--- src/assert_macros.svh ---
// ----------------------------------------------------------------------------
// Assertion macros
// Concurrent assertion helpers; empty when SYNTHESIS is defined.
// ----------------------------------------------------------------------------
`ifndef ASSERT_MACROS_SVH
`define ASSERT_MACROS_SVH

`ifndef SYNTHESIS
// Clocked property, disabled while reset is high.
`define ASSERT_PROP(lbl, clk, rst, prop, msg) \
   lbl: assert property (@(posedge clk) disable iff (rst) (prop)) else $error(msg);
// Clocked property, checked on every edge including reset.
`define ASSERT_ALWAYS(lbl, clk, prop, msg) \
   lbl: assert property (@(posedge clk) (prop)) else $error(msg);
`else
`define ASSERT_PROP(lbl, clk, rst, prop, msg)
`define ASSERT_ALWAYS(lbl, clk, prop, msg)
`endif

`endif

--- src/cle_pkg.sv ---
// ----------------------------------------------------------------------------
// cle_pkg
// Shared types and character codes for the console line editor.
// ----------------------------------------------------------------------------
package cle_pkg;

   localparam logic [7:0] CH_EOF       = 8'h04;
   localparam logic [7:0] CH_BACKSPACE = 8'h08;
   localparam logic [7:0] CH_NEWLINE   = 8'h0A;
   localparam logic [7:0] CH_KILL      = 8'h15;

   // Sequencer states, one-hot
   typedef enum logic [3:0] {
      ST_IDLE   = 4'b0001,
      ST_DECODE = 4'b0010,
      ST_READ   = 4'b0100,
      ST_EMIT   = 4'b1000
   } state_type;

   // Shared counter unit operation
   typedef enum logic [0:0] {
      OP_INC = 1'b0,
      OP_DEC = 1'b1
   } step_op_type;

endpackage

--- src/cle_channels.sv ---
// ----------------------------------------------------------------------------
// cle channels
// Valid/ready channel interfaces for input bytes, results and the CSR.
// ----------------------------------------------------------------------------
interface cle_req_if;
   logic       valid;
   logic       ready;
   logic [7:0] in_byte;

   modport source (output valid, output in_byte, input ready);
   modport sink   (input valid, input in_byte, output ready);
endinterface

interface cle_rsp_if;
   logic       valid;
   logic       ready;
   logic [7:0] out_byte;
   logic       out_last;
   logic       out_eof;

   modport source (output valid, output out_byte, output out_last, output out_eof,
                   input ready);
   modport sink   (input valid, input out_byte, input out_last, input out_eof,
                   output ready);
endinterface

interface cle_csr_if;
   logic valid;
   logic ready;
   logic raw_mode;

   modport source (output valid, output raw_mode, input ready);
   modport sink   (input valid, input raw_mode, output ready);
endinterface

--- src/cle_line_ram.sv ---
// ----------------------------------------------------------------------------
// cle_line_ram
// Line store: one write port, one registered read port.
// ----------------------------------------------------------------------------
module cle_line_ram #(
   parameter int Depth  = 64,
   parameter int AddrW  = 6
) (
   input  logic             clock,
   input  logic             wr_en,
   input  logic [AddrW-1:0] wr_addr,
   input  logic [7:0]       wr_data,
   input  logic [AddrW-1:0] rd_addr,
   output logic [7:0]       rd_data_ff
);

   logic [7:0] store_ff [Depth];

   always_ff @(posedge clock) begin
      if (wr_en) begin
         store_ff[wr_addr] <= wr_data;
      end
      rd_data_ff <= store_ff[rd_addr];
   end

endmodule

--- src/cle_step_unit.sv ---
// ----------------------------------------------------------------------------
// cle_step_unit
// Shared increment/decrement unit with an equality compare on the result.
// ----------------------------------------------------------------------------
module cle_step_unit
   import cle_pkg::*;
#(
   parameter int CntW = 7
) (
   input  step_op_type      op,
   input  logic [CntW-1:0]  operand,
   input  logic [CntW-1:0]  limit,
   output logic [CntW-1:0]  result,
   output logic             hit
);

   always_comb begin
      case (op)
         OP_INC:  result = operand + CntW'(1);
         OP_DEC:  result = operand - CntW'(1);
         default: result = operand;
      endcase
   end

   assign hit = (result == limit);

endmodule

--- src/cooked_line_editor.sv ---
// ----------------------------------------------------------------------------
// cooked_line_editor
// Console input line discipline: raw pass-through or edited line bursts.
// ----------------------------------------------------------------------------
// Each input transaction is taken in IDLE and decoded in the next cycle.
// In raw mode the byte goes out as a single result marked last. In cooked
// mode backspace, kill and ordinary bytes update the line store; newline,
// end-of-file or a full store (LINE_LEN bytes) start a burst. The burst
// reads the store through its registered read port, one byte per READ/EMIT
// pair, and EMIT holds while the result slot is full. End-of-file on an
// empty line gives one result with out_eof set. The single
// increment/decrement unit serves both the fill count and the burst
// pointer. A CSR write (only while idle) sets raw_mode and drops any
// partial line. No clearing pass after reset: the store is read only below
// the fill count, which holds written entries.
// ----------------------------------------------------------------------------
`include "assert_macros.svh"

module cooked_line_editor
   import cle_pkg::*;
#(
   parameter int LINE_LEN = 64
) (
   input  logic         clock,
   input  logic         reset,
   cle_req_if.sink      req_chan,
   cle_rsp_if.source    rsp_chan,
   cle_csr_if.sink      csr_chan
);

   localparam int CntW = $clog2(LINE_LEN + 1);   // holds 0..LINE_LEN
   localparam int IdxW = $clog2(LINE_LEN);       // store address

   // Control state
   state_type       state_ff, state_in;
   logic            raw_ff, raw_in;
   logic [CntW-1:0] fill_ff, fill_in;             // line length during a burst
   logic [CntW-1:0] ptr_ff, ptr_in;               // burst read pointer
   logic [7:0]      ch_ff, ch_in;                 // byte under decode

   // Result register
   logic            rsp_valid_ff, rsp_valid_in;
   logic [7:0]      rsp_byte_ff, rsp_byte_in;
   logic            rsp_last_ff, rsp_last_in;
   logic            rsp_eof_ff, rsp_eof_in;

   // Shared unit
   step_op_type     unit_op;
   logic [CntW-1:0] unit_a, unit_lim, unit_res;
   logic            unit_hit;

   // Line store
   logic            wr_en;
   logic [7:0]      rd_data;

   logic            slot_free, req_fire, csr_fire, load_rsp;

   assign req_chan.ready = (state_ff == ST_IDLE);
   assign csr_chan.ready = (state_ff == ST_IDLE);
   assign req_fire       = req_chan.valid && req_chan.ready;
   assign csr_fire       = csr_chan.valid && csr_chan.ready;

   // The result slot can take a new transaction this cycle
   assign slot_free = !rsp_valid_ff || rsp_chan.ready;

   // Burst walks the pointer against the line length; otherwise the unit
   // steps the fill count and checks it against a full store.
   always_comb begin
      if (state_ff == ST_EMIT) begin
         unit_a   = ptr_ff;
         unit_lim = fill_ff;
         unit_op  = OP_INC;
      end else begin
         unit_a   = fill_ff;
         unit_lim = CntW'(LINE_LEN);
         unit_op  = (ch_ff == CH_BACKSPACE) ? OP_DEC : OP_INC;
      end
   end

   cle_step_unit #(.CntW(CntW)) u_step (
      .op      (unit_op),
      .operand (unit_a),
      .limit   (unit_lim),
      .result  (unit_res),
      .hit     (unit_hit)
   );

   cle_line_ram #(.Depth(LINE_LEN), .AddrW(IdxW)) u_ram (
      .clock      (clock),
      .wr_en      (wr_en),
      .wr_addr    (fill_ff[IdxW-1:0]),
      .wr_data    (ch_ff),
      .rd_addr    (ptr_ff[IdxW-1:0]),
      .rd_data_ff (rd_data)
   );

   // Sequencer
   always_comb begin
      state_in    = state_ff;
      raw_in      = raw_ff;
      fill_in     = fill_ff;
      ptr_in      = ptr_ff;
      ch_in       = ch_ff;
      wr_en       = 1'b0;
      load_rsp    = 1'b0;
      rsp_byte_in = rsp_byte_ff;
      rsp_last_in = rsp_last_ff;
      rsp_eof_in  = rsp_eof_ff;

      case (state_ff)
         ST_IDLE: begin
            if (csr_fire) begin
               raw_in  = csr_chan.raw_mode;
               fill_in = '0;
            end
            if (req_fire) begin
               ch_in    = req_chan.in_byte;
               state_in = ST_DECODE;
            end
         end

         ST_DECODE: begin
            if (raw_ff) begin
               if (slot_free) begin
                  load_rsp    = 1'b1;
                  rsp_byte_in = ch_ff;
                  rsp_last_in = 1'b1;
                  rsp_eof_in  = 1'b0;
                  state_in    = ST_IDLE;
               end
            end else begin
               case (ch_ff)
                  CH_BACKSPACE: begin
                     if (fill_ff != '0) begin
                        fill_in = unit_res;
                     end
                     state_in = ST_IDLE;
                  end
                  CH_KILL: begin
                     fill_in  = '0;
                     state_in = ST_IDLE;
                  end
                  CH_EOF: begin
                     if (fill_ff == '0) begin
                        // empty line: lone end-of-file result
                        if (slot_free) begin
                           load_rsp    = 1'b1;
                           rsp_byte_in = '0;
                           rsp_last_in = 1'b1;
                           rsp_eof_in  = 1'b1;
                           state_in    = ST_IDLE;
                        end
                     end else begin
                        ptr_in   = '0;
                        state_in = ST_READ;
                     end
                  end
                  default: begin
                     wr_en   = 1'b1;
                     fill_in = unit_res;
                     if ((ch_ff == CH_NEWLINE) || unit_hit) begin
                        ptr_in   = '0;
                        state_in = ST_READ;
                     end else begin
                        state_in = ST_IDLE;
                     end
                  end
               endcase
            end
         end

         ST_READ: begin
            // read data for ptr_ff lands in the RAM output register
            state_in = ST_EMIT;
         end

         ST_EMIT: begin
            if (slot_free) begin
               load_rsp    = 1'b1;
               rsp_byte_in = rd_data;
               rsp_last_in = unit_hit;
               rsp_eof_in  = 1'b0;
               if (unit_hit) begin
                  fill_in  = '0;
                  state_in = ST_IDLE;
               end else begin
                  ptr_in   = unit_res;
                  state_in = ST_READ;
               end
            end
         end

         default: begin
            state_in = ST_IDLE;
         end
      endcase
   end

   always_comb begin
      if (load_rsp) begin
         rsp_valid_in = 1'b1;
      end else if (rsp_chan.ready) begin
         rsp_valid_in = 1'b0;
      end else begin
         rsp_valid_in = rsp_valid_ff;
      end
   end

   always_ff @(posedge clock) begin
      if (reset) begin
         state_ff     <= ST_IDLE;
         raw_ff       <= 1'b0;
         fill_ff      <= '0;
         ptr_ff       <= '0;
         rsp_valid_ff <= 1'b0;
      end else begin
         state_ff     <= state_in;
         raw_ff       <= raw_in;
         fill_ff      <= fill_in;
         ptr_ff       <= ptr_in;
         rsp_valid_ff <= rsp_valid_in;
      end
   end

   always_ff @(posedge clock) begin
      ch_ff       <= ch_in;
      rsp_byte_ff <= rsp_byte_in;
      rsp_last_ff <= rsp_last_in;
      rsp_eof_ff  <= rsp_eof_in;
   end

   assign rsp_chan.valid    = rsp_valid_ff;
   assign rsp_chan.out_byte = rsp_byte_ff;
   assign rsp_chan.out_last = rsp_last_ff;
   assign rsp_chan.out_eof  = rsp_eof_ff;

   // A line never rests in the store at full length
   `ASSERT_PROP(a_fill_below_len, clock, reset, (state_ff == ST_IDLE) |-> (fill_ff < CntW'(LINE_LEN)), "fill count reached line length while idle")
   // Burst pointer stays inside the line being drained
   `ASSERT_PROP(a_ptr_in_line, clock, reset, (state_ff == ST_EMIT) |-> (ptr_ff < fill_ff), "burst pointer past line length")
   // End-of-file result is always a complete run by itself
   `ASSERT_PROP(a_eof_is_last, clock, reset, (rsp_valid_ff && rsp_eof_ff) |-> (rsp_last_ff && (rsp_byte_ff == 8'h00)), "eof result not marked last or byte nonzero")
   // A non-final burst byte is followed by another read of the store
   `ASSERT_PROP(a_burst_continues, clock, reset, ((state_ff == ST_EMIT) && slot_free && !unit_hit) |=> (state_ff == ST_READ), "burst stopped before last byte")

endmodule

--- src/flat_wrapper.sv ---
// flat-port wrapper written by rule: the top's interface ports become plain ports
module cooked_line_editor_flat import cle_pkg::*;
#(
   parameter int LINE_LEN = 64
)
  (clock, reset, req_chan_valid, req_chan_in_byte, req_chan_ready, rsp_chan_valid, rsp_chan_out_byte, rsp_chan_out_last, rsp_chan_out_eof, rsp_chan_ready, csr_chan_valid, csr_chan_raw_mode, csr_chan_ready);
  cle_req_if req_chan_i ();
  cle_rsp_if rsp_chan_i ();
  cle_csr_if csr_chan_i ();
  input  logic clock;
  input  logic reset;
  input wire logic [$bits(req_chan_i.valid)-1:0] req_chan_valid;
  input wire logic [$bits(req_chan_i.in_byte)-1:0] req_chan_in_byte;
  output wire logic [$bits(req_chan_i.ready)-1:0] req_chan_ready;
  output wire logic [$bits(rsp_chan_i.valid)-1:0] rsp_chan_valid;
  output wire logic [$bits(rsp_chan_i.out_byte)-1:0] rsp_chan_out_byte;
  output wire logic [$bits(rsp_chan_i.out_last)-1:0] rsp_chan_out_last;
  output wire logic [$bits(rsp_chan_i.out_eof)-1:0] rsp_chan_out_eof;
  input wire logic [$bits(rsp_chan_i.ready)-1:0] rsp_chan_ready;
  input wire logic [$bits(csr_chan_i.valid)-1:0] csr_chan_valid;
  input wire logic [$bits(csr_chan_i.raw_mode)-1:0] csr_chan_raw_mode;
  output wire logic [$bits(csr_chan_i.ready)-1:0] csr_chan_ready;
  assign req_chan_i.valid = req_chan_valid;
  assign req_chan_i.in_byte = req_chan_in_byte;
  assign req_chan_ready = req_chan_i.ready;
  assign rsp_chan_valid = rsp_chan_i.valid;
  assign rsp_chan_out_byte = rsp_chan_i.out_byte;
  assign rsp_chan_out_last = rsp_chan_i.out_last;
  assign rsp_chan_out_eof = rsp_chan_i.out_eof;
  assign rsp_chan_i.ready = rsp_chan_ready;
  assign csr_chan_i.valid = csr_chan_valid;
  assign csr_chan_i.raw_mode = csr_chan_raw_mode;
  assign csr_chan_ready = csr_chan_i.ready;
  cooked_line_editor #(.LINE_LEN(LINE_LEN)) u_core (.clock(clock), .reset(reset), .req_chan(req_chan_i), .rsp_chan(rsp_chan_i), .csr_chan(csr_chan_i));
endmodule
--- config.mk ---
export PLATFORM = sky130hd
export DESIGN_NAME = cooked_line_editor_flat
export DESIGN_NICKNAME = d
export VERILOG_FILES = /design/src/cle_pkg.sv /design/src/cle_channels.sv /design/src/cle_line_ram.sv /design/src/cle_step_unit.sv /design/src/cooked_line_editor.sv /design/src/flat_wrapper.sv
export VERILOG_INCLUDE_DIRS = /design/src /design/src/src
export SDC_FILE = /design/constraint.sdc
export NUM_CORES = 1
export LEC_CHECK = 0
export BUFFER_PORTS_ARGS = -buffer_cell sky130_fd_sc_hd__buf_4
export CAP_MARGIN = 30
export CORE_MARGIN = 10
export CORE_UTILIZATION = 55
export DETAILED_ROUTE_END_ITERATION = 10
export PLACE_DENSITY = 0.71
export SETUP_SLACK_MARGIN = 0.5
export SYNTH_ARGS = -nofsm -noshare
export SYNTH_HDL_FRONTEND = slang
export SYNTH_SLANG_ARGS = --single-unit
--- constraint.sdc ---
create_clock -name clock -period 13.3 [get_ports clock]
set_clock_uncertainty 0.2 [all_clocks]
set_input_delay 0.665 -clock clock [delete_from_list [all_inputs] [get_ports clock]]
set_output_delay 0.665 -clock clock [all_outputs]
set_load 0.01 [all_outputs]
After elaboration in Yosys (flattened, before gate mapping). Memory sizes are Yosys's and may differ from the RTL's. A register that Yosys moved wholly into a read port is not among the register bits. Index checks and enable logic that the tools add are counted.

Register bits after elaboration: 38. Bits in writable memories: 512. Input port bits: 14. Output and inout port bits: 13. Word-level logic and storage cells: 116. Memories: 1.

Memory list: u_core.u_ram.store_ff (depth 64, bits a word 8, rd ports 1, clocked after Yosys merged registers in 1, wr ports 1, line cle_line_ram.sv:17) `logic [7:0] store_ff [Depth];`.

Add/subtract/negate cells: 2. Eq/ne operators: 24. Muxes and demuxes: 59. Bitwise gates (word level): 1. Reductions and logical operators: 20.

Operator list (count): 7-bit 2-to-1 mux (12); 8-bit 2-to-1 mux (6); 7-bit case mux with 2 select lines (3); 7-bit case mux with 3 select lines (2); 1-bit 2-to-1 mux (23); 4-bit 2-to-1 mux (5); 8-bit by 4-bit equality test with 1-bit output (second input constant) (2); 4-bit case mux with 4 select lines (1); 8-bit case mux with 2 select lines (1); 7-bit AND reduction (2); 2-bit != test (second input constant) (6); 3-bit by 1-bit != test with 1-bit output (second input constant) (4); 8-bit by 3-bit equality test with 1-bit output (second input constant) (1); 8-bit by 5-bit equality test with 1-bit output (second input constant) (1); 4-bit case mux with 2 select lines (1); 4-bit AND reduction (2); 7-bit by 1-bit adder with 7-bit output (second input constant) (1); 7-bit equality test (1); 7-bit zero test (1); 7-bit nonzero test (1); 7-bit by 1-bit subtractor with 7-bit output (second input constant) (1); 3-bit 2-to-1 mux (2); 2-bit by 1-bit != test with 1-bit output (second input constant) (3); 3-bit != test (second input constant) (2); other kinds (15) (22).

Longest topological paths before layout. Gate-level depths: netlist (run 1).

Depth after elaboration: 11. Depth in mapped cells: 17. Gate-level depth less buffers: 14.

Hierarchy. From an unflattened synthesis (run 1), not the netlist that was laid out.

Cells, all modules: 1203. Area total of the unflattened synthesis: 22602.9 um2.

By module, submodules not included: cle_line_ram (instances 1, cells each 940, area an instance 20166.8 um2, sequential area each 15534.9 um2); cooked_line_editor (instances 1, cells each 228, area an instance 2092.0 um2, sequential area each 940.9 um2); cle_step_unit (instances 1, cells each 35, area an instance 344.1 um2, sequential area each 0.0 um2).

Worst setup path before layout (run 1). No wires, ideal clock.

Path type: register to register. From: register u_core.ch_ff[3]. To: register u_core.fill_ff[0]. Library setup time: 0.121 ns. Arrival time: 4.102 ns. Required time: 12.979 ns. Slack: 8.877 ns. Stages on the path, launching flop included: 15. Path buffers: 0. Period minus slack after synthesis: 4.423 ns. Cell sequence: edfxtp_1 > nor2b_1 > and3_1 > nand2_1 > nor2_1 > inv_1 > fa_1 > nand2b_1 > a21oi_1 > xor2_1 > mux2i_1 > o22a_1 > nand3_1 > o2bb2ai_1 > mux2_2.

Cells in the longest elaborated chain, start to end: 9. Elaborated cells on any way between the ends: 16. Classes of those cells: 7 x eq/ne; 7 x mux; 1 x bitwise; 1 x reduce/logical.

RTL lines: start: declaration (line cooked_line_editor.sv:39) `logic [7:0] ch_ff, ch_in;`; start signal: assignment (line cooked_line_editor.sv:226) `ch_ff <= ch_in;`; 8-bit by 4-bit equality test with 1-bit output (line cooked_line_editor.sv:76, cooked_line_editor.sv:132); 1-bit 2-to-1 mux (line cooked_line_editor.sv:76) `unit_op = (ch_ff == CH_BACKSPACE) ? OP_DEC : OP_INC;`; 1-bit 2-to-1 mux (line cooked_line_editor.sv:69) `if (state_ff == ST_EMIT) begin`; 1-bit inverter (line cle_step_unit.sv:18) `case (op)`; 7-bit case mux with 2 select lines (line cle_step_unit.sv:18); 7-bit 2-to-1 mux (line cooked_line_editor.sv:134) `if (fill_ff != '0) begin`; 7-bit case mux with 3 select lines (line cooked_line_editor.sv:132) `case (ch_ff)`; 7-bit 2-to-1 mux (line cooked_line_editor.sv:123) `if (raw_ff) begin`; 7-bit case mux with 3 select lines (line cooked_line_editor.sv:110) `case (state_ff)`; end signal: assignment (line cooked_line_editor.sv:219) `fill_ff <= fill_in;`; end: declaration (line cooked_line_editor.sv:37) `logic [CntW-1:0] fill_ff, fill_in;`.

Several ways; a longest one is shown, not always the timed one. The select of a mux whose other input is x is not followed. A chain may end at the register's enable or synchronous reset.

Worst setup path in the final report (run 1). Same ends and word-level chain as after synthesis.

==> impl_metrics.py, run 1 <==
metrics = {
    "status": {
        "outcome": "finished clean",
    },
    "sta": {
        "setup-tns-final_ns": 0,
        "min_period_ns": 4.71,
        "tightest_slew_ns": 1.01,
        "slew_headroom": 0.327,
        "setup_viol": 0,
        "setup_slack_ns": 8.59,
        "clock.fmax_mhz": 212,
        "rsz0062_at_grt": "false",
        "fin_crit_sh": 0.354,
        "drv_slew": 0,
        "hold_viol_final": 0,
    },
    "synthesis": {
        "seq_area_frac_synth": 0.742,
        "synth_fp_nets": 1106,
        "synth_area_per_cell_sq_um": 20.4,
        "yosysMostFrequentCell": "edfxtp_1",
        "synth_top_flop_cell": "edfxtp_1",
        "synth_common_cells": "530 x edfxtp_1, 168 x mux4_2, 88 x nor2_1",
        "synthArstFlopShare": 0,
        "synth_cell_types": 58,
        "netlist_instances": 1086,
        "ys_warn_count": 0,
        "syn_area_sq_um": 22200,
        "synth_top_area_share": 0.717,
        "ys_top_cells_by_area": "edfxtp_1 72%, mux4_2 17%, dfxtp_1 2.5%",
        "synth_edf_count": 530,
        "ys_seq_elements": 558,
        "synth_top_area_cell": "edfxtp_1",
    },
    "power": {
        "p_clk_frac": 0.416,
        "p_sw_uw": 706,
        "internal_power_uw": 2780,
        "p_sw_frac": 0.202,
        "p_comb_frac": 0.023,
        "vdd_drop_max_uv": 96.5,
        "leakagePower_uw": 0.00760,
        "seq_power_share": 0.561,
        "powerDensity_nw_per_um2": 141,
    },
    "placed_design": {
        "gp_congestion": 0.850,
        "io_buffer_count": 26,
        "post-dp-hpwl_mm": 28.8,
        "detailedPlace.worstSlack_ns": 8.61,
        "place_area_sq_um": 23000,
    },
    "die": {
        "floorplan.io_pins": 27,
        "dieArea_sq_um": 48800,
        "core_sq_um": 39800,
        "die_w_microns": 221,
        "rows": 73,
        "die_h_microns": 221,
        "initial_core_util": 0.557,
    },
    "finish": {
        "stdcell_area_sq_um": 24700,
        "drive_above_1_share": 0.258,
        "seq_area_sq_um": 16500,
        "final_nets": 1156,
        "multi_input_area_sq_um": 5420,
        "area_growth_pct": 11.4,
        "num-fill-cells": 2764,
    },
    "clock_tree": {
        "cts-root-buf": "clkbuf_16",
        "cts_hold_buf": 0,
        "post_cts_buffers": 0,
        "ctsResizeCount": 0,
        "cts_buffers": 54,
        "clk_path_buf_depth": 3,
        "worstSkewPairLatency_ns": 0.60,
        "cts_tree": "yes",
        "clock_sinks": 558,
        "clkTransAtPathRegs_ns": 0.06,
        "ctsHtreeMaxLevel": 2,
    },
    "detailed_routing": {
        "drc_errors": 0,
        "via_per_inst": 6.32,
        "route.vias.total": 10791,
        "routed_wl_mm": 48.7,
        "drtPass1Iterations": 5,
        "wl_per_cell_microns": 28.5,
        "first_iter_violations": 1239,
        "drtAntennaViolNets": 0,
    },
    "global_route": {
        "grt_start_max_net_pins": 69,
        "grt_use_total": 0.198,
        "overflow": 0,
        "grt_pass1_wl_mm": 72.6,
        "antenna_found_initial": 2,
        "grt_pass1_vias": 11023,
    },
    "critical_path": {
        "arrival_ns": 5.00,
        "critPathKind": "flip-flop to flip-flop",
        "cp-start-kind": "flip-flop",
        "end_kind": "flip-flop",
        "worstPathMaxFanout": 67,
        "crit_required_ns": 13.59,
    },
    "run": {
        "maxCapViolations": 0,
    },
    "hold_path": {
        "min_path_type": "primary input to flip-flop",
    },
}
critical path: stages (launching register included):
cell	delay (ns)
edfxtp_1	0.33
buf_4	0.50
nor2b_1	0.24
and3_1	0.24
nand2_1	0.13
nor2_1	0.39
inv_1	0.11
fa_1	0.44
nand2b_1	0.17
a21oi_1	0.32
xor2_1	0.29
mux2i_1	0.25
o22a_1	0.20
nand3_1	0.17
o2bb2ai_1	0.30
mux2_2	0.32
sequential cells by signal, summed over array words and instances, names as in the netlist:
signal	flops
u_core.u_ram.store_ff	512
u_core.rsp_chan.out_last	1
u_core.ch_ff	8
u_core.rsp_chan.valid	1
u_core.fill_ff	7
u_core.raw_ff	1
u_core.u_ram.rd_data_ff	8
u_core.state_ff	4
u_core.rsp_chan.out_eof	1
u_core.rsp_chan.out_byte	8
u_core.ptr_ff	7
power by group through the flow:
| stage | Sequential [uW] | Combinational, uW | Clock [uW] |
|---|---|---|---|
| CTS | 1960 | 81.1 | 1470 |
| finish | 1960 | 80.2 | 1450 |
| detailed placement | 1990 | 81.8 | 0 |
| global route | 1960 | 88.7 | 1530 |
| floorplan | 2020 | 21.9 | 0 |
| global placement | 1990 | 76.7 | 0 |
through the flow:
step	hold WS, ns	instances	power (uW)	util
2_1_floorplan	0.267	1086	2040	-
3_3_place_gp	0.302	1592	2070	0.576
3_5_place_dp	0.309	1601	2070	0.579
4_1_cts	0.00897	1702	3510	0.620
5_1_grt	0.0154	1706	3580	0.621
6_report	0.0359	1707	3490	0.621
per-layer routing:
layer	global-route usage	up-vias	share of wire
li1	-	4579	-
met3	0.0453	94	0.078
met1	0.272	5668	0.41
met4	0.0784	0	0.033
met2	0.304	450	0.48
met5	0	-	0
final timing paths:
check / cells past startpoint / start / slack (ns) / to
worst max-delay path: 15 / u_core.ch_ff[3] / 8.59 / u_core.fill_ff[0]
worst min-delay path: 1 / req_chan_in_byte[5] / 0.04 / u_core.ch_ff[5]
worst max register to register: 15 / u_core.ch_ff[3] / 8.59 / u_core.fill_ff[0]
worst min register to register: 2 / u_core.ptr_ff[6] / 0.32 / u_core.ptr_ff[6]
final cells by class:
type,count,area share
clock buffers,77,0.0598
clock inverters,24,0.00718
flip-flops and latches,558,0.666
multi-input cells,451,0.219
well taps,525,0.0266
diodes,1,0.000101
inverters,17,0.00263
repair buffers,54,0.0183
cells in the final DEF, fill, tap and decap left out, types with 3 or more instances in the layout:
cell type,n
a21oi_1,9
clkinv_1,12
o31ai_1,3
buf_6,7
mux2i_1,5
and3_1,4
inv_1,15
nor4_1,3
ha_1,5
o21ai_0,14
nand3_1,21
a31oi_1,3
xnor2_1,8
nor2_1,88
nand2_1,42
dfxtp_1,26
xor2_1,6
clkbuf_1,20
clkbuf_16,55
buf_4,46
nand3b_1,4
nand2b_1,4
mux4_2,168
a21o_1,3
a22o_1,6
nor3_1,8
o32ai_1,4
edfxtp_1,530
clkinv_2,8
nor2b_1,6
cell families after synthesis:
kind of cell	Yosys count	share of synthesized area
compound gates	61	0.0201
fa+ha+maj	6	0.00372
flops	558	0.742
buf+inv	77	0.0139
mux	175	0.174
simple gates	194	0.0400
xor+xnor	15	0.00626
Power figures use the tool's default switching activity.
==> run 2: changes to the inputs <==
PLACE_DENSITY = 0.74   (was 0.71)
clock period = 3.9 ns   (was 13.3 ns; I/O delays follow)
==> run 2 against run 1 <==
Die area unchanged. Sequential power grew to 3.4 times the previous value. Sequential share of layout area down 3.1 points. Register-to-register slack got worse by 8.3 ns. First-iteration DRC count up 8.6%. Wire length grew 0.17%. Cell area is 4.9% higher. Clock power rose to 3.5 times the previous value. Final cell count rose by 6.2%. Critical endpoint is now u_core.ptr_ff[3]. Largest power group unchanged. Highest routed layer unchanged.
==> impl_metrics.py, run 2 (synthesis results as in run 1) <==
metrics = {
    "status": {
        "outcome": "finished clean",
    },
    "power": {
        "powerDensity_nw_per_um2": 467,
        "internal_power_uw": 9710,
        "p_clk_frac": 0.422,
        "vdd_drop_max_uv": 381,
        "p_sw_uw": 2410,
        "p_sw_frac": 0.199,
        "leakagePower_uw": 0.00825,
        "seq_power_share": 0.551,
        "p_comb_frac": 0.027,
        "power_uw": 12100,
    },
    "finish": {
        "largest_reg_flops": 512,
        "final_nets": 1265,
        "area_growth_pct": 16.9,
        "stdcell_area_sq_um": 26000,
        "regMostFlops": "u_core.u_ram.store_ff",
        "mostFrequentLayoutCells": "530 x edfxtp_1, 168 x mux4_2, 140 x buf_4",
        "layout_commonest_cell": "edfxtp_1",
        "fin_util": 0.652,
        "drive_above_1_share": 0.347,
    },
    "hold_path": {
        "min_path_cells": 2,
        "min_from": "req_chan_in_byte[6]",
        "holdPathEnd": "u_core.ch_ff[6]",
        "min_path_type": "primary input to flip-flop",
    },
    "die": {
        "die_w_microns": 221,
        "core_sq_um": 39800,
        "floorplan.io_pins": 27,
        "dieArea_sq_um": 48800,
        "rows": 73,
        "die_h_microns": 221,
        "initial_core_util": 0.557,
    },
    "detailed_routing": {
        "drtAntennaViolNets": 0,
        "drtPass1Iterations": 7,
        "via_per_inst": 6.28,
        "drc_errors": 0,
        "route.vias.total": 11390,
        "first_iter_violations": 1346,
        "routed_wl_mm": 48.8,
        "wl_per_cell_microns": 26.9,
    },
    "critical_path": {
        "crit_required_ns": 4.19,
        "r2r-start": "u_core.ch_ff[2]",
        "cp-start-kind": "flip-flop",
        "r2r_setup_slack_ns": 0.26,
        "worstPathMaxFanout": 7,
        "critPathKind": "flip-flop to flip-flop",
        "end_kind": "flip-flop",
        "arrival_ns": 3.93,
        "r2r_cells": 14,
        "r2r-end": "u_core.ptr_ff[3]",
    },
    "clock_tree": {
        "cts_buffers": 53,
        "cts_tree": "yes",
        "worstSkewPairLatency_ns": 0.59,
        "clock_sinks": 558,
        "clk_path_buf_depth": 3,
        "ctsHtreeMaxLevel": 2,
        "clkTransAtPathRegs_ns": 0.07,
        "cts-root-buf": "clkbuf_16",
    },
    "run": {
        "maxCapViolations": 0,
    },
    "sta": {
        "setup_viol": 0,
        "clock.fmax_mhz": 274,
        "fin_crit_sh": 0.934,
        "rsz0062_at_grt": "true",
        "whs_ns": 0.142,
        "drv_slew": 0,
        "hold_viol_final": 0,
        "slew_headroom": 0.379,
        "min_period_ns": 3.64,
        "tightest_slew_ns": 0.931,
    },
    "placed_design": {
        "post-dp-hpwl_mm": 28.5,
        "place_area_sq_um": 23700,
        "gp_congestion": 0.870,
        "io_buffer_count": 26,
    },
    "global_route": {
        "grt_pass1_wl_mm": 73.9,
        "grt_use_total": 0.197,
        "grt_most_used_layer": "met2",
        "grt_start_max_net_pins": 129,
        "met3_usage": 0.0403,
        "met1_usage": 0.261,
        "overflow": 0,
        "use_met2": 0.330,
        "antenna_found_initial": 0,
        "grt_pass1_vias": 11574,
    },
}
## run 2: cell count changes in the layout (fill, tap and decap cells not counted), moves of 5 or more
cell and delta:
nor2_1 -5, buf_4 +94, buf_6 -6, buf_12 +5, clkbuf_1 -9, dlygate4sd3_1 +15, nand3_1 -5
## run 2: layer usage
metal / wire, microns / vias up
met1: 18900 / 5962
met4: 1250 / 0
met3: 3670 / 110
li1: - / 4795
met5: 0 / -
met2: 25000 / 523
## run 2: worst max-delay path by stage
stage,startpoint,cells after the start,to
2_1_floorplan,u_core.ch_ff[3],14,u_core.fill_ff[0]
3_3_place_gp,u_core.state_ff[0],12,u_core.fill_ff[0]
3_5_place_dp,u_core.state_ff[0],12,u_core.fill_ff[0]
4_1_cts,u_core.state_ff[2],12,u_core.fill_ff[0]
5_1_grt,u_core.ch_ff[4],14,u_core.ptr_ff[3]
6_report,u_core.ch_ff[2],14,u_core.ptr_ff[3]
## run 2: stage by stage
step	instances	TNS, ns	setup WS (ns)
after global placement	1671	0	0.200
after floorplan	1086	-2.17	-0.202
after global routing	1812	0	0.174
after CTS	1804	0	0.430
final	1813	0	0.257
after detailed placement	1671	0	0.139
## run 2: final cells by class
type / instances / area (sq um)
diodes: 1 / 2.50
clock buffers: 66 / 1420
clock inverters: 31 / 314
fillers: 2592 / 13900
inverters: 17 / 63.8
multi-input cells: 452 / 5680
flip-flops and latches: 558 / 16500
well taps: 525 / 657
repair buffers: 163 / 1340
## run 2: timing repair
item,in CTS,in global routing
hold endpoints to repair,38,0
buffers inserted,20,8
hold buffers,15,0
endpoints found under the setup margin,173,120
gates resized for setup,27,10
pin swaps,20,9
gates cloned,1,0
## run 2: critical path, cell delays in order (launching register included)
cell and delay (ns):
edfxtp_1 0.47, nor2b_4 0.15, and3_4 0.23, nand2_4 0.08, nor2_4 0.27, inv_2 0.07, fa_2 0.39, nand2b_4 0.17
a21oi_4 0.19, a21o_1 0.19, a21o_1 0.23, xnor2_1 0.17, and3_4 0.23, o211a_4 0.27, o31ai_1 0.25
## run 2: power groups by stage
stage | Clock (uW) | Sequential, uW | Combinational [uW]
2_1_floorplan | 0 | 6870 | 80.1
3_3_place_gp | 0 | 6790 | 288
3_5_place_dp | 0 | 6790 | 300
4_1_cts | 5190 | 6670 | 320
5_1_grt | 5420 | 6670 | 355
6_report | 5120 | 6670 | 327
==> run 3: changes to the inputs <==
SLEW_MARGIN = 10   (was unset)
SYNTH_HIERARCHICAL = 1   (was unset)
==> run 3 against run 2 <==
The run now ends with negative setup slack left. Fmax is 10% lower. Critical path type unchanged. Highest routed layer unchanged. Synthesized cell count is 11% higher. Non-clock buffer count is 3 higher. Wire length is 3.7% higher. Die area is 1.7% higher. Hold slack worse by 0.0096 ns.
==> impl_metrics.py, run 3 <==
metrics = {
    "global_route": {
        "grt_pass1_wl_mm": 76.1,
        "grt_pass1_vias": 12195,
        "grt_use_total": 0.200,
        "grt_start_max_net_pins": 99,
        "overflow": 0,
        "antenna_found_initial": 0,
    },
    "finish": {
        "num-fill-cells": 2651,
        "mostFrequentLayoutCells": "530 x edfxtp_1, 134 x buf_4, 126 x mux4_2",
        "area_growth_pct": 16.4,
        "fin_cells": 1931,
        "num_antenna_cells": 0,
        "final_nets": 1378,
        "regMostFlops": "u_core/u_ram/store_ff",
        "multi_input_area_sq_um": 5980,
        "layout_commonest_cell": "edfxtp_1",
        "drive_above_1_share": 0.311,
        "largest_reg_flops": 512,
        "seq_area_sq_um": 16500,
    },
    "detailed_routing": {
        "route.vias.total": 12251,
        "drtAntennaViolNets": 0,
        "drc_errors": 0,
        "via_per_inst": 6.34,
        "first_iter_violations": 1282,
        "routed_wl_mm": 50.6,
        "drtPass1Iterations": 5,
        "wl_per_cell_microns": 26.2,
    },
    "synthesis": {
        "synth_top_area_share": 0.704,
        "syn_area_sq_um": 22600,
        "ys_warn_count": 6,
        "synth_common_cells": "530 x edfxtp_1, 126 x mux4_2, 100 x nor2_1",
        "ys_seq_elements": 558,
        "netlist_instances": 1203,
        "synth_fp_nets": 1223,
        "synth_edf_count": 530,
        "synth_top_flop_cell": "edfxtp_1",
        "synth_cell_types": 70,
        "ys_top_cells_by_area": "edfxtp_1 70%, mux4_2 13%, dfxtp_1 2.5%",
        "seq_area_frac_synth": 0.729,
        "synth_area_per_cell_sq_um": 18.8,
        "synthArstFlopShare": 0,
        "synth_top_area_cell": "edfxtp_1",
        "yosysMostFrequentCell": "edfxtp_1",
    },
    "die": {
        "dieArea_sq_um": 49600,
        "initial_core_util": 0.555,
        "die_h_microns": 223,
        "core_sq_um": 40700,
        "floorplan.io_pins": 27,
        "die_w_microns": 223,
        "rows": 74,
    },
    "critical_path": {
        "slowest_stage": "or4_4",
        "end_kind": "flip-flop",
        "crit_required_ns": 4.20,
        "arrival_ns": 4.36,
        "cp-start-kind": "flip-flop",
        "critPathBufInv": 3,
        "critPathTopFamily": "simple AND/OR/NAND/NOR gates",
        "critPathKind": "flip-flop to flip-flop",
        "cp_slowest_stage_delay_ns": 0.55,
        "worstPathCellList": "or4_4 -> or2_4 -> nor2_4 -> buf_4 -> ha_1 -> buf_4 -> nor2_1 -> nor2_4 -> xor2_2 -> xnor2_1 -> and4_4 -> nor3b_1 -> o21ai_1 -> o311ai_2 -> a31oi_4 -> buf_12 -> mux2i_1",
        "cp.depth": 17,
        "worstPathMaxFanout": 7,
        "r2r_cells": 17,
    },
    "power": {
        "p_sw_frac": 0.213,
        "p_sw_uw": 2720,
        "p_comb_frac": 0.064,
        "seq_power_share": 0.536,
        "internal_power_uw": 10100,
        "p_clk_frac": 0.401,
        "leakagePower_uw": 0.00822,
        "vdd_drop_max_uv": 323,
        "powerDensity_nw_per_um2": 486,
    },
    "sta": {
        "drv_slew": 0,
        "setup_viol": 16,
        "min_period_ns": 4.06,
        "fin_crit_sh": 1.04,
        "hold_viol_final": 0,
        "clock.fmax_mhz": 246,
        "tightest_slew_ns": 0.889,
        "slew_headroom": 0.406,
        "whs_ns": 0.133,
        "setup_slack_ns": -0.162,
        "rsz0062_at_grt": "true",
    },
    "clock_tree": {
        "cts_buffers": 54,
        "clk_path_buf_depth": 3,
        "worstSkewPairLatency_ns": 0.58,
        "clkTransAtPathRegs_ns": 0.06,
        "ctsHtreeMaxLevel": 2,
        "clock_sinks": 558,
        "cts_tree": "yes",
        "cts-root-buf": "clkbuf_16",
    },
    "hold_path": {
        "min_path_type": "primary input to flip-flop",
        "min_path_cells": 2,
    },
    "placed_design": {
        "dp.cells": 1799,
        "post-dp-hpwl_mm": 29.1,
        "io_buffer_count": 26,
        "detailedPlace.worstSlack_ns": -0.179,
        "gp_congestion": 0.845,
    },
    "status": {
        "outcome": "finished with violations",
        "violations": "negative setup slack",
    },
    "run": {
        "maxCapViolations": 0,
    },
}
[run 3: final cells by class]
cell class                 count  area share
clock buffer                  67      0.0544
tap                          532      0.0253
multi-input combinational    567       0.227
clock inverter                30      0.0121
inverter                      11     0.00157
sequential                   558       0.627
timing repair buffer         166      0.0526
[run 3: worst reg2reg max path, cell delays in order, from the launching register on]
cell and delay (ns):
edfxtp_1 0.39, or4_4 0.55, or2_4 0.30, nor2_4 0.19
buf_4 0.14, ha_1 0.24, buf_4 0.16, nor2_1 0.18
nor2_4 0.06, xor2_2 0.18, xnor2_1 0.18, and4_4 0.30
nor3b_1 0.07, o21ai_1 0.14, o311ai_2 0.15, a31oi_4 0.21
buf_12 0.15, mux2i_1 0.20
[run 3: layer usage]
metal | wire length [microns] | share of wire | GRT usage
met1 | 20300 | 0.40 | 0.278
met2 | 24200 | 0.48 | 0.313
met3 | 4450 | 0.088 | 0.0408
met4 | 1660 | 0.033 | 0.0682
met5 | 0 | 0 | 0
[run 3: worst paths after layout]
check,slack [ns],endpoint,from
max,-0.16,u_core/fill_ff[4],u_core/ch_ff[1]
min,0.13,u_core/ch_ff[6],req_chan_in_byte[6]
max reg2reg,-0.16,u_core/fill_ff[4],u_core/ch_ff[1]
min reg2reg,0.30,u_core/rsp_chan.out_byte[4],u_core/u_ram/rd_data_ff[4]
[run 3: stage by stage]
stage | area [sq um] | util | power [uW] | TNS, ns
after floorplan | 22700 | - | 7390 | -9.31
after global placement | 24000 | 0.589 | 7670 | -0.327
after detailed placement | 24000 | 0.589 | 7710 | -1.64
after CTS | 26100 | 0.640 | 12900 | -0.0291
after global routing | 26300 | 0.646 | 13200 | -2.80
final | 26300 | 0.646 | 12800 | -1.40
[run 3: timing repair]
action | in CTS | in global routing
gates cloned | 0 | 0
hold endpoints to repair | 38 | 0
setup buffers | 10 | 7
pin swaps | 4 | 9
hold buffers | 16 | 0
resized for setup | 26 | 36
setup endpoints to repair | 213 | 245
[run 3: logic make-up (layout without fill, tap and decap cells)]
logic type	after synthesis	after routing	synth area share
flops	558	558	0.729
mux	171	171	0.146
simple gates	264	264	0.0571
fa+ha+maj	6	6	0.00365
buf+inv	78	274	0.0199
xor+xnor	15	15	0.00703
compound gates	111	111	0.0372
[run 3: power groups by stage]
stage	sequential [uW]	combinational [uW]	clock [uW]
2_1_floorplan	7130	257	0
3_3_place_gp	6980	698	0
3_5_place_dp	6980	729	0
4_1_cts	6850	790	5210
5_1_grt	6850	876	5440
6_report	6850	814	5120
